[src/hdl/sgrp_pkg.sv]
// sgr pen attribute parser: shared types, code constants and the per-item update
// rules. used by sgrp_next, sgr_pen_attribute_parser_core and sgrp_checker
// no dependencies
package sgrp_pkg;

  localparam int PARAM_W = 16;
  localparam int OUT_W   = 64;

  // colour kinds
  localparam logic [1:0] KIND_DEFAULT = 2'd0;
  localparam logic [1:0] KIND_BASIC   = 2'd1;
  localparam logic [1:0] KIND_PALETTE = 2'd2;
  localparam logic [1:0] KIND_RGB     = 2'd3;

  // sgr parameter codes
  localparam logic [15:0] SGR_RESET       = 16'd0;
  localparam logic [15:0] SGR_BOLD        = 16'd1;
  localparam logic [15:0] SGR_ITALIC      = 16'd3;
  localparam logic [15:0] SGR_UNDERLINE   = 16'd4;
  localparam logic [15:0] SGR_BLINK       = 16'd5;
  localparam logic [15:0] SGR_INVERSE     = 16'd7;
  localparam logic [15:0] SGR_STRIKE      = 16'd9;
  localparam logic [15:0] SGR_NO_BOLD_A   = 16'd21;
  localparam logic [15:0] SGR_NO_BOLD_B   = 16'd22;
  localparam logic [15:0] SGR_NO_ITALIC   = 16'd23;
  localparam logic [15:0] SGR_NO_UNDERL   = 16'd24;
  localparam logic [15:0] SGR_NO_BLINK    = 16'd25;
  localparam logic [15:0] SGR_NO_INVERSE  = 16'd27;
  localparam logic [15:0] SGR_FG_BASE     = 16'd30;
  localparam logic [15:0] SGR_FG_TOP      = 16'd37;
  localparam logic [15:0] SGR_FG_EXT      = 16'd38;
  localparam logic [15:0] SGR_FG_DEFAULT  = 16'd39;
  localparam logic [15:0] SGR_BG_BASE     = 16'd40;
  localparam logic [15:0] SGR_BG_TOP      = 16'd47;
  localparam logic [15:0] SGR_BG_EXT      = 16'd48;
  localparam logic [15:0] SGR_BG_DEFAULT  = 16'd49;
  localparam logic [15:0] SEL_RGB         = 16'd2;
  localparam logic [15:0] SEL_PALETTE     = 16'd5;

  // style bit positions
  localparam int ST_BOLD      = 0;
  localparam int ST_ITALIC    = 1;
  localparam int ST_UNDERLINE = 2;
  localparam int ST_STRIKE    = 3;
  localparam int ST_BLINK     = 4;
  localparam int ST_INVERSE   = 5;

  typedef enum logic [1:0] {
    PH_IDLE,
    PH_SEL,
    PH_PAL,
    PH_RGB
  } phase_t;

  typedef struct packed {
    logic [1:0] kind;
    logic [2:0] basic;
    logic [7:0] red;
    logic [7:0] green;
    logic [7:0] blue;
  } colour_t;

  typedef struct packed {
    colour_t    fg;
    colour_t    bg;
    logic [5:0] style;
  } pen_t;

  typedef struct packed {
    pen_t        pen;
    phase_t      phase;
    logic        target;
    logic [15:0] buf0;
    logic [15:0] buf1;
    logic [1:0]  count;
  } sgr_state_t;

  // one parameter through the rules
  function automatic sgr_state_t feed(sgr_state_t s, logic [15:0] p);
    sgr_state_t n;
    colour_t    col;
    n   = s;
    col = s.target ? s.pen.bg : s.pen.fg;
    case (s.phase)
      PH_SEL: begin
        if (p == SEL_RGB) begin
          n.phase = PH_RGB;
          n.count = 2'd0;
        end else if (p == SEL_PALETTE) begin
          n.phase = PH_PAL;
        end else begin
          n.phase = PH_IDLE;
        end
      end
      PH_PAL: begin
        col.kind = KIND_PALETTE;
        col.red  = p[7:0];
        n.phase  = PH_IDLE;
        if (s.target) n.pen.bg = col;
        else          n.pen.fg = col;
      end
      PH_RGB: begin
        if (s.count < 2'd2) begin
          if (s.count[0]) n.buf1 = p;
          else            n.buf0 = p;
          n.count = s.count + 2'd1;
        end else begin
          col.kind  = KIND_RGB;
          col.red   = s.buf0[7:0];
          col.green = s.buf1[7:0];
          col.blue  = p[7:0];
          n.phase   = PH_IDLE;
          n.count   = 2'd0;
          if (s.target) n.pen.bg = col;
          else          n.pen.fg = col;
        end
      end
      default: begin
        case (p)
          SGR_RESET:      n.pen = '0;
          SGR_BOLD:       n.pen.style[ST_BOLD] = 1'b1;
          SGR_ITALIC:     n.pen.style[ST_ITALIC] = 1'b1;
          SGR_UNDERLINE:  n.pen.style[ST_UNDERLINE] = 1'b1;
          SGR_BLINK:      n.pen.style[ST_BLINK] = 1'b1;
          SGR_INVERSE:    n.pen.style[ST_INVERSE] = 1'b1;
          SGR_STRIKE:     n.pen.style[ST_STRIKE] = 1'b1;
          SGR_NO_BOLD_A,
          SGR_NO_BOLD_B:  n.pen.style[ST_BOLD] = 1'b0;
          SGR_NO_ITALIC:  n.pen.style[ST_ITALIC] = 1'b0;
          SGR_NO_UNDERL:  n.pen.style[ST_UNDERLINE] = 1'b0;
          SGR_NO_BLINK:   n.pen.style[ST_BLINK] = 1'b0;
          SGR_NO_INVERSE: n.pen.style[ST_INVERSE] = 1'b0;
          SGR_FG_EXT: begin
            n.target = 1'b0;
            n.phase  = PH_SEL;
          end
          SGR_BG_EXT: begin
            n.target = 1'b1;
            n.phase  = PH_SEL;
          end
          SGR_FG_DEFAULT: n.pen.fg.kind = KIND_DEFAULT;
          SGR_BG_DEFAULT: n.pen.bg.kind = KIND_DEFAULT;
          default: begin
            if (p inside {[SGR_FG_BASE:SGR_FG_TOP]}) begin
              n.pen.fg.kind  = KIND_BASIC;
              n.pen.fg.basic = p[2:0] - SGR_FG_BASE[2:0];
            end else if (p inside {[SGR_BG_BASE:SGR_BG_TOP]}) begin
              n.pen.bg.kind  = KIND_BASIC;
              n.pen.bg.basic = p[2:0] - SGR_BG_BASE[2:0];
            end
          end
        endcase
      end
    endcase
    return n;
  endfunction

  // colour fields as shown, lowest first: kind, basic, red, green, blue
  function automatic logic [28:0] emit_colour(colour_t c);
    logic [2:0] basic;
    logic [7:0] red;
    logic [7:0] green;
    logic [7:0] blue;
    basic = (c.kind == KIND_BASIC) ? c.basic : 3'd0;
    red   = (c.kind == KIND_PALETTE || c.kind == KIND_RGB) ? c.red : 8'd0;
    green = (c.kind == KIND_RGB) ? c.green : 8'd0;
    blue  = (c.kind == KIND_RGB) ? c.blue : 8'd0;
    return {blue, green, red, basic, c.kind};
  endfunction

endpackage

[src/hdl/sgrp_next.sv]
// sgr pen attribute parser: next state for one parameter, including the replay
// of buffered rgb components at the end of a sequence
// depends on sgrp_pkg
module sgrp_next
  import sgrp_pkg::*;
(
  input  sgr_state_t        cur,
  input  logic [PARAM_W-1:0] param,
  input  logic              last,
  output sgr_state_t        nxt
);

  sgr_state_t s0;
  sgr_state_t s1;
  sgr_state_t s2;
  sgr_state_t s3;

  always_comb begin
    s0 = feed(cur, param);
    s1 = s0;
    s1.phase = PH_IDLE;
    s1.count = 2'd0;
    s2 = feed(s1, s0.buf0);
    s3 = (s0.count > 2'd1) ? feed(s2, s0.buf1) : s2;
    nxt = s0;
    if (last) begin
      if (s0.phase == PH_RGB && s0.count != 2'd0) nxt = s3;
      nxt.phase = PH_IDLE;
      nxt.count = 2'd0;
    end
  end

endmodule

[src/hdl/sgr_pen_attribute_parser_core.sv]
// sgr pen attribute parser top level: parameter stream in, pen stream out
// depends on sgrp_pkg and sgrp_next
//
//   channel | dir | tdata                 | tlast
//   in_     | in  | param[15:0]           | last of sequence
//   out_    | out | pen, 64 bits          | -
//
// one item per cycle while in_tready is high; each accepted parameter gives its pen in the next cycle
// the pen state and the result register update in the same edge that takes an item
// in_tready falls only while a result waits and out_tready is low
// reset clears the pen, the extended colour state and the result valid
module sgr_pen_attribute_parser_core
  import sgrp_pkg::*;
(
  input  logic               clk,
  input  logic               rst_n,
  input  logic               in_tvalid,
  output logic               in_tready,
  input  logic [PARAM_W-1:0] in_tdata,   // param[15:0]
  input  logic               in_tlast,
  output logic               out_tvalid,
  input  logic               out_tready,
  // fg_kind[1:0] fg_basic[4:2] fg_red[12:5] fg_green[20:13] fg_blue[28:21]
  // bg_kind[30:29] bg_basic[33:31] bg_red[41:34] bg_green[49:42]
  // bg_blue[57:50] style_bits[63:58]
  output logic [OUT_W-1:0]   out_tdata
);

  sgr_state_t       state_r;
  sgr_state_t       state_nxt;
  logic             out_valid_r;
  logic [OUT_W-1:0] out_data_r;
  logic             accept;

  assign in_tready = !out_valid_r || out_tready;
  assign accept    = in_tvalid && in_tready;

  sgrp_next u_next (
    .cur   (state_r),
    .param (in_tdata),
    .last  (in_tlast),
    .nxt   (state_nxt)
  );

  always_ff @(posedge clk) begin
    if (!rst_n) begin
      state_r     <= '0;
      out_valid_r <= 1'b0;
    end else begin
      if (accept) begin
        state_r     <= state_nxt;
        out_valid_r <= 1'b1;
      end else if (out_tready) begin
        out_valid_r <= 1'b0;
      end
    end
  end

  always_ff @(posedge clk) begin
    if (accept) begin
      out_data_r <= {state_nxt.pen.style, emit_colour(state_nxt.pen.bg),
                     emit_colour(state_nxt.pen.fg)};
    end
  end

  assign out_tvalid = out_valid_r;
  assign out_tdata  = out_data_r;

endmodule

[config.mk]
export PLATFORM = sky130hd
export DESIGN_NAME = sgr_pen_attribute_parser_core
export DESIGN_NICKNAME = d
export VERILOG_FILES = /design/src/hdl/sgrp_pkg.sv /design/src/hdl/sgrp_next.sv /design/src/hdl/sgr_pen_attribute_parser_core.sv
export SDC_FILE = /design/constraint.sdc
export NUM_CORES = 1
export LEC_CHECK = 0
export BUFFER_PORTS_ARGS = -buffer_cell sky130_fd_sc_hd__buf_4
export CORE_MARGIN = 2
export CORE_UTILIZATION = 60
export DETAILED_ROUTE_END_ITERATION = 8
export PLACE_DENSITY = 0.8
export SYNTH_ARGS = -nofsm -noshare
export SYNTH_HDL_FRONTEND = slang
export SYNTH_SLANG_ARGS = --single-unit
[constraint.sdc]
create_clock -name clk -period 3.7 [get_ports clk]
set_input_delay 0.37 -clock clk [delete_from_list [all_inputs] [get_ports clk]]
set_output_delay 0.37 -clock clk [all_outputs]
set_load 0.02 [all_outputs]
# == After elaboration in Yosys (flattened, before gate mapping) ==
# Cells that the tools add are included.
# op_classes
muxes,88
n_reduce_logical,51
eq_ne,63
n_lt_le_gt_ge,14
addsub,4
# op_table
operator,n
two-way mux 101 bit,3
"equality test 16 x 5 -> 1 bit, second input constant",18
"equality test 16 x 6 -> 1 bit, second input constant",12
two-way mux 29 bit,6
case mux 58 bit (3 select lines),1
"equality test 16 x 3 -> 1 bit, second input constant",9
two-way mux 24 bit,6
case mux 58 bit (2 select lines),1
"less-or-equal comparator 16 x 6 -> 1 bit, second input constant",6
OR reduction 15 bit,6
"equality test 16 x 2 -> 1 bit, second input constant",5
two-way mux 5 bit,13
two-way mux 32 bit,2
two-way mux 58 bit,1
two-way mux 27 bit,2
"equality test 16 x 1 -> 1 bit, second input constant",3
"equality test 16 x 4 -> 1 bit, second input constant",3
"greater-or-equal comparator 16 x 5 -> 1 bit, second input constant",3
"greater-or-equal comparator 16 x 6 -> 1 bit, second input constant",3
logical NOT 16 bit,3
two-way mux 16 bit,3
OR reduction 16 bit,3
case mux 3 bit (2 select lines),7
OR reduction 2 bit,19
other kinds (20),82
# word_totals
regBits,166
word_cells,244
in_bits,21
output_inout_bits,66

# == Logic depth before layout (Yosys ltp) ==
# depth
ltp_word,20
mapped_depth,19
depth_no_buf,13

# == Cells and area by module ==
# A second synthesis with hierarchy kept.
# unflattened
hier_cells,1352
area_unflattened_um2,10991.8
# by_module_without_submodules
mod,area_per_inst_um2,cells_each,instances,seq_area_each_um2
sgr_pen_attribute_parser_core,6343.6,570,1,3963.8
sgrp_next,4648.2,782,1,0.0

# == Worst setup path after synthesis ==
# No wires, ideal clock.
# synth_path
path_type,input to register
startpoint,input out_tready
endpoint,"register out_data_r[0] (netlist: out_tdata[0]), enable pin"
path_buffers,1
t_required_ns,3.247
setup_ns,0.453
cell_stages,4
arrival_time_ns,2.927
slack_ns,0.320
path_cell_list,nand2b_1 nand2_1 clkinv_1 clkbuf_1
# synth_via
elab_chain_cells,2
# synth_lines
item,line,rtl
"start, declared",sgr_pen_attribute_parser_core.sv:22,"input logic out_tready,"
logical OR 1 bit,sgr_pen_attribute_parser_core.sv:35,assign in_tready = !out_valid_r || out_tready;
logical AND 1 bit,sgr_pen_attribute_parser_core.sv:36,assign accept = in_tvalid && in_tready;
via accept,sgr_pen_attribute_parser_core.sv:33,logic accept;
"end signal, assigned",sgr_pen_attribute_parser_core.sv:61,"out_data_r <= {state_nxt.pen.style, emit_colour(state_nxt.pen.bg),"
"end, declared",sgr_pen_attribute_parser_core.sv:32,logic [OUT_W-1:0] out_data_r;
# The timed path passes the listed nets, and every way through them passes these cells.
# A chain may end at the register's enable or synchronous reset.

# == Final worst setup path ==
# layout_path
startpoint,register state_r[35] (netlist bit)
endpoint,"register out_data_r[3] (netlist: out_tdata[3]), data pin"
# layout_via
elab_chain_cells,13
word_cells_on_any_way,87
cone_classes,2 x add/sub; 7 x order compare; 40 x eq/ne; 23 x mux; 15 x reduce/logical
# layout_lines
item,line,rtl
"start, declared",sgr_pen_attribute_parser_core.sv:29,sgr_state_t state_r;
"start signal, assigned",sgr_pen_attribute_parser_core.sv:51,state_r <= state_nxt;
equality test 2 bit,sgrp_pkg.sv:84,case (s.phase)
two-way mux 32 bit,sgrp_pkg.sv:84,
"greater-or-equal comparator 16 x 5 -> 1 bit, or another cell as far along",sgrp_pkg.sv:144,if (p inside {[SGR_FG_BASE:SGR_FG_TOP]}) begin
"logical AND 1 bit, on equally long branches","sgrp_pkg.sv:144, sgrp_pkg.sv:147",
"two-way mux 5 bit, on equally long branches","sgrp_pkg.sv:144, sgrp_pkg.sv:147",
case mux 2 bit (2 select lines) or two-way mux 5 bit (tied branches),"sgrp_pkg.sv:119, sgrp_pkg.sv:144",
two-way mux 5 bit or case mux 3 bit (2 select lines) (tied branches),"sgrp_pkg.sv:144, sgrp_pkg.sv:119",
case mux 2 bit (2 select lines) or two-way mux 27 bit (tied branches),"sgrp_pkg.sv:119, sgrp_pkg.sv:83",
case mux 58 bit (2 select lines) or two-way mux 29 bit (tied branches),"sgrp_pkg.sv:84, sgrp_pkg.sv:99",
two-way mux 101 bit or case mux 58 bit (2 select lines) (tied branches),"sgrp_next.sv:24, sgrp_pkg.sv:84",
"two-way mux 101 bit, on equally long branches","sgrp_next.sv:27, sgrp_next.sv:24",
two-way mux 101 bit (*),sgrp_next.sv:26,if (last) begin
equality test 2 x 1 -> 1 bit or two-way mux 101 bit (tied branches),"sgrp_pkg.sv:164, sgrp_next.sv:26",
# Every way passes the cells marked *; elsewhere a longest branch is shown, timed or not.

==> results.md <==
* First-pass detailed-route iteration total at 6
* Initial antenna violation count at 0
* Vias at 10,100
* HP Class: input port to flop
* Starting Density at 61.12%
* Multi-input logic area at 5181 um^2
* Antenna diodes at 0
* Setup tns final at 0 ps
* Final hold violation count at 0
* Flop pwr share at approximately 46%
* Clk root buf: clkbuf_16
* Max Cap Viol at 0
* Post-Syn Area at 9638 um^2
* Layout cells sized above 1 at 19.39%
* Switching power at 0.001289 W
* Clk_lat worst skew at 450 ps
* Most common cell after layout, fill and taps aside: nand2_1
* P_int at 0.003026 W
* Non-Filler Instances at 1,464
* Reg2reg end: out_tdata[3]$_SDFFCE_PP0P_
* Port Buf Inserts at 86
* Die width at between 100 and 150 um
* Core area at around 16,000 um^2
* Slew Viols, Final at 0
* Skew final at 13.44 ps
* Max incr delay on CP at about 540 ps
* Avg Synthesized Cell Area at 8.266 um^2
* # DRC at 0
* Final #Nets at 1,259
* VDD IR max at 0.0003193 V
* Antenna Nets Post-Route at 0
* Start point of the critical path: state_r[35]$_SDFFE_PN0P_
* Reg2reg setup slack at 100 ps
* H-tree depth at 4
* Cells after DPL at 1,432
* Critical Path Sink: out_tdata[3]$_SDFFCE_PP0P_
* CP max-delay cell: dfxtp_1
* Stages on the worst setup path at 11
* Post-synthesis sequential area ratio at around two fifths
* Hold_sp: in_tvalid
* Status: complete, no violations
* R2R depth at 11
* RSZ-0062 raised after global routing: false
* CP endpoint kind: flop
* Share of total power in combinational logic at 11.3%
* Worst slew margin at around 43%
* Gr usage total at 40.46%
* Fin crit period at 3600 ps
* CTS clock-pin slew for the worst setup and hold paths at 70 ps
* Switch share at 29.87%
* Leakage at 3.967 nW
* Critical path arrival at 3780 ps
* Global route overflow at 0
* Post-Route WL at 34,710 um
* Clock share of power at 42.9%
* Synthesis Warnings at 0
* Period utilization at 97.29%
* Commonest non-fill, non-tap cells in the layout: nand2_1, buf_4, a21oi_1
* Top Family by Delay on Critical Path: compound AO/OA/AOI/OAI gates
* Global-route wire length before repair at ~52,000 um
* Die area at between 15,000 and 20,000 um^2
* # rows at 46
* GP Congestion at 1.032
* # fillers at 1,227
* Storage element area at 3964 um^2
* CTS max path bufs at 2
* Netlist cell types at 84
* Measured slew at the worst slew-check pin at 847.6 ps
* Final setup violation count at 0
* Fin util at 71.34%
* Ys async rst share at 0%
* Via density at 6.898
* Worst EP required at 3880 ps
* Nature of the critical path startpoint: flop
* Sink Count at 166
* TritonCTS Buffers at 17
* Area Overhead vs Synth at 16.73%
* CTS tree: done
* #FFs+latches synth at 166
* Die Y at 130.7 um
* Drt wl/cell at 23.71 um
* Fmax at ~280 MHz
* Largest net degree at the start of global routing at 61
* Ys flop type: dfxtp_1
* # IOs at 87
* Iteration-0 DRC Markers at 1,472
* Detail Placement HPWL at 24,010 um
* CP bufs+invs at 2
* Pwr Density at 383.5 nW/um^2
* Crit path kind: flop to flop
* EDFF count, synth at 64
* CP Max Fanout at 25
* Vias in the first global route at 9,211
* CP Cell Sequence: buf_4 > nand4b_1 > buf_4 > nor4_1 > a31oi_1 > a211oi_1 > a21oi_1 > a41oi_2 > nand4_1 > a211oi_1 > nor2_1
* Reg2Reg Launch Point: state_r[35]$_SDFFE_PN0P_
* Gate Count Post-Synth at about 1,200
* Tot Pwr at 0.004315 W
* Syn nets at approximately 1,200
==> logic make-up (layout without fill, tap and decap cells) <==
family	Yosys count	in the layout	share of synthesized area, %
adders and majority gates	3	3	0.3895
xor gates and xnor gates	4	4	0.3636
buffers and inverters	117	199	5.154
AOI/OAI and AO/OA	359	359	25.37
muxes	26	26	2.921
DFF	166	166	41.13
and+or+nand+nor	491	491	24.68
==> worst register-to-register path, delay by kind of cell (launching register included) <==
| family | cells | cell delay [ps] |
|---|---|---|
| compound gates | 5 | 1280 |
| buf+inv | 2 | 490 |
| flops | 1 | 540 |
| simple gates | 4 | 1020 |
==> worst min-delay path by stage <==
| stage | slack, ps | cells after the start | endpoint |
|---|---|---|---|
| 6_report | 180 | 3 | out_tvalid$_SDFFE_PN0P_ |
| 5_1_grt | 190 | 3 | out_tvalid$_SDFFE_PN0P_ |
| 4_1_cts | 170 | 3 | out_tvalid$_SDFFE_PN0P_ |
| 3_5_place_dp | 450 | 2 | state_r[33]$_SDFFE_PN0P_ |
| 3_3_place_gp | 440 | 2 | state_r[10]$_SDFFE_PN0P_ |
| 2_1_floorplan | 440 | 2 | state_r[99]$_SDFFE_PN0P_ |
==> through the flow <==
step	area [um^2]	setup slack (ps)	hold WS [ps]
global route	11250	29.96	192.9
finish	11250	100.2	181.2
detailed placement	10630	206.0	447.4
CTS	11250	182.0	175.0
global placement	10630	189.4	441.6
floorplan	9638	319.7	435.8
==> Yosys cell counts, drive strengths merged (5+ instances only) <==
library cell | instances | share of area, %
nand3 | 29 | 1.6
a21oi | 129 | 7.5
a2bb2oi | 5 | 0.52
and3 | 7 | 0.45
nand4 | 10 | 0.65
a22oi | 8 | 0.62
nand2 | 196 | 7.6
nor2 | 107 | 4.2
or4 | 8 | 0.62
nor2b | 13 | 0.84
or3 | 6 | 0.44
or2 | 9 | 0.58
a21o | 8 | 0.62
clkbuf | 64 | 2.5
nand2b | 14 | 0.99
dfxtp | 102 | 21
inv | 15 | 0.58
nor4 | 15 | 1.3
o21ai | 61 | 3.2
edfxtp | 64 | 20
nor3 | 41 | 2.2
mux2i | 19 | 2.1
a22o | 40 | 3.6
buf | 36 | 2.0
a211oi | 33 | 2.6
a222oi | 6 | 0.62
mux2 | 7 | 0.82
a31oi | 15 | 0.97
o21a | 9 | 0.70
==> per-layer routing <==
metal | share of wire (%) | track usage [%]
met4 | 5.1 | 20.59
met2 | 45 | 63.85
met5 | 0 | 0
met1 | 38 | 52.53
met3 | 12 | 8.754
==> layout make-up <==
| class | instances | share of cell area (%) |
|---|---|---|
| repair buffers | 150 | 10.23 |
| flip-flops and latches | 166 | 35.23 |
| multi-input cells | 883 | 46.05 |
| inverters | 17 | 0.5783 |
| clock buffers | 17 | 3.781 |
| well taps | 216 | 2.402 |
| clock inverters | 15 | 1.724 |
==> power groups by stage <==
| stage | registers [W] | clock network, W | logic, W |
|---|---|---|---|
| finish | 0.00198 | 0.00185 | 0.000489 |
| global route | 0.00198 | 0.00192 | 0.000510 |
| CTS | 0.00197 | 0.00186 | 0.000472 |
| detailed placement | 0.00202 | 0 | 0.000468 |
| global placement | 0.00201 | 0 | 0.000467 |
| floorplan | 0.00204 | 0 | 0.000236 |
==> flip-flops by register name, indices dropped and copies added (netlist names) <==
signal and cells:
out_tdata 64, out_tvalid 1, state_r 101
==> what timing repair did <==
item	in CTS	in global routing
hold buffers	0	0
gates resized for setup	0	1
buffers inserted	0	0
setup endpoints to repair	0	1
(Power assumes the default switching activity.)
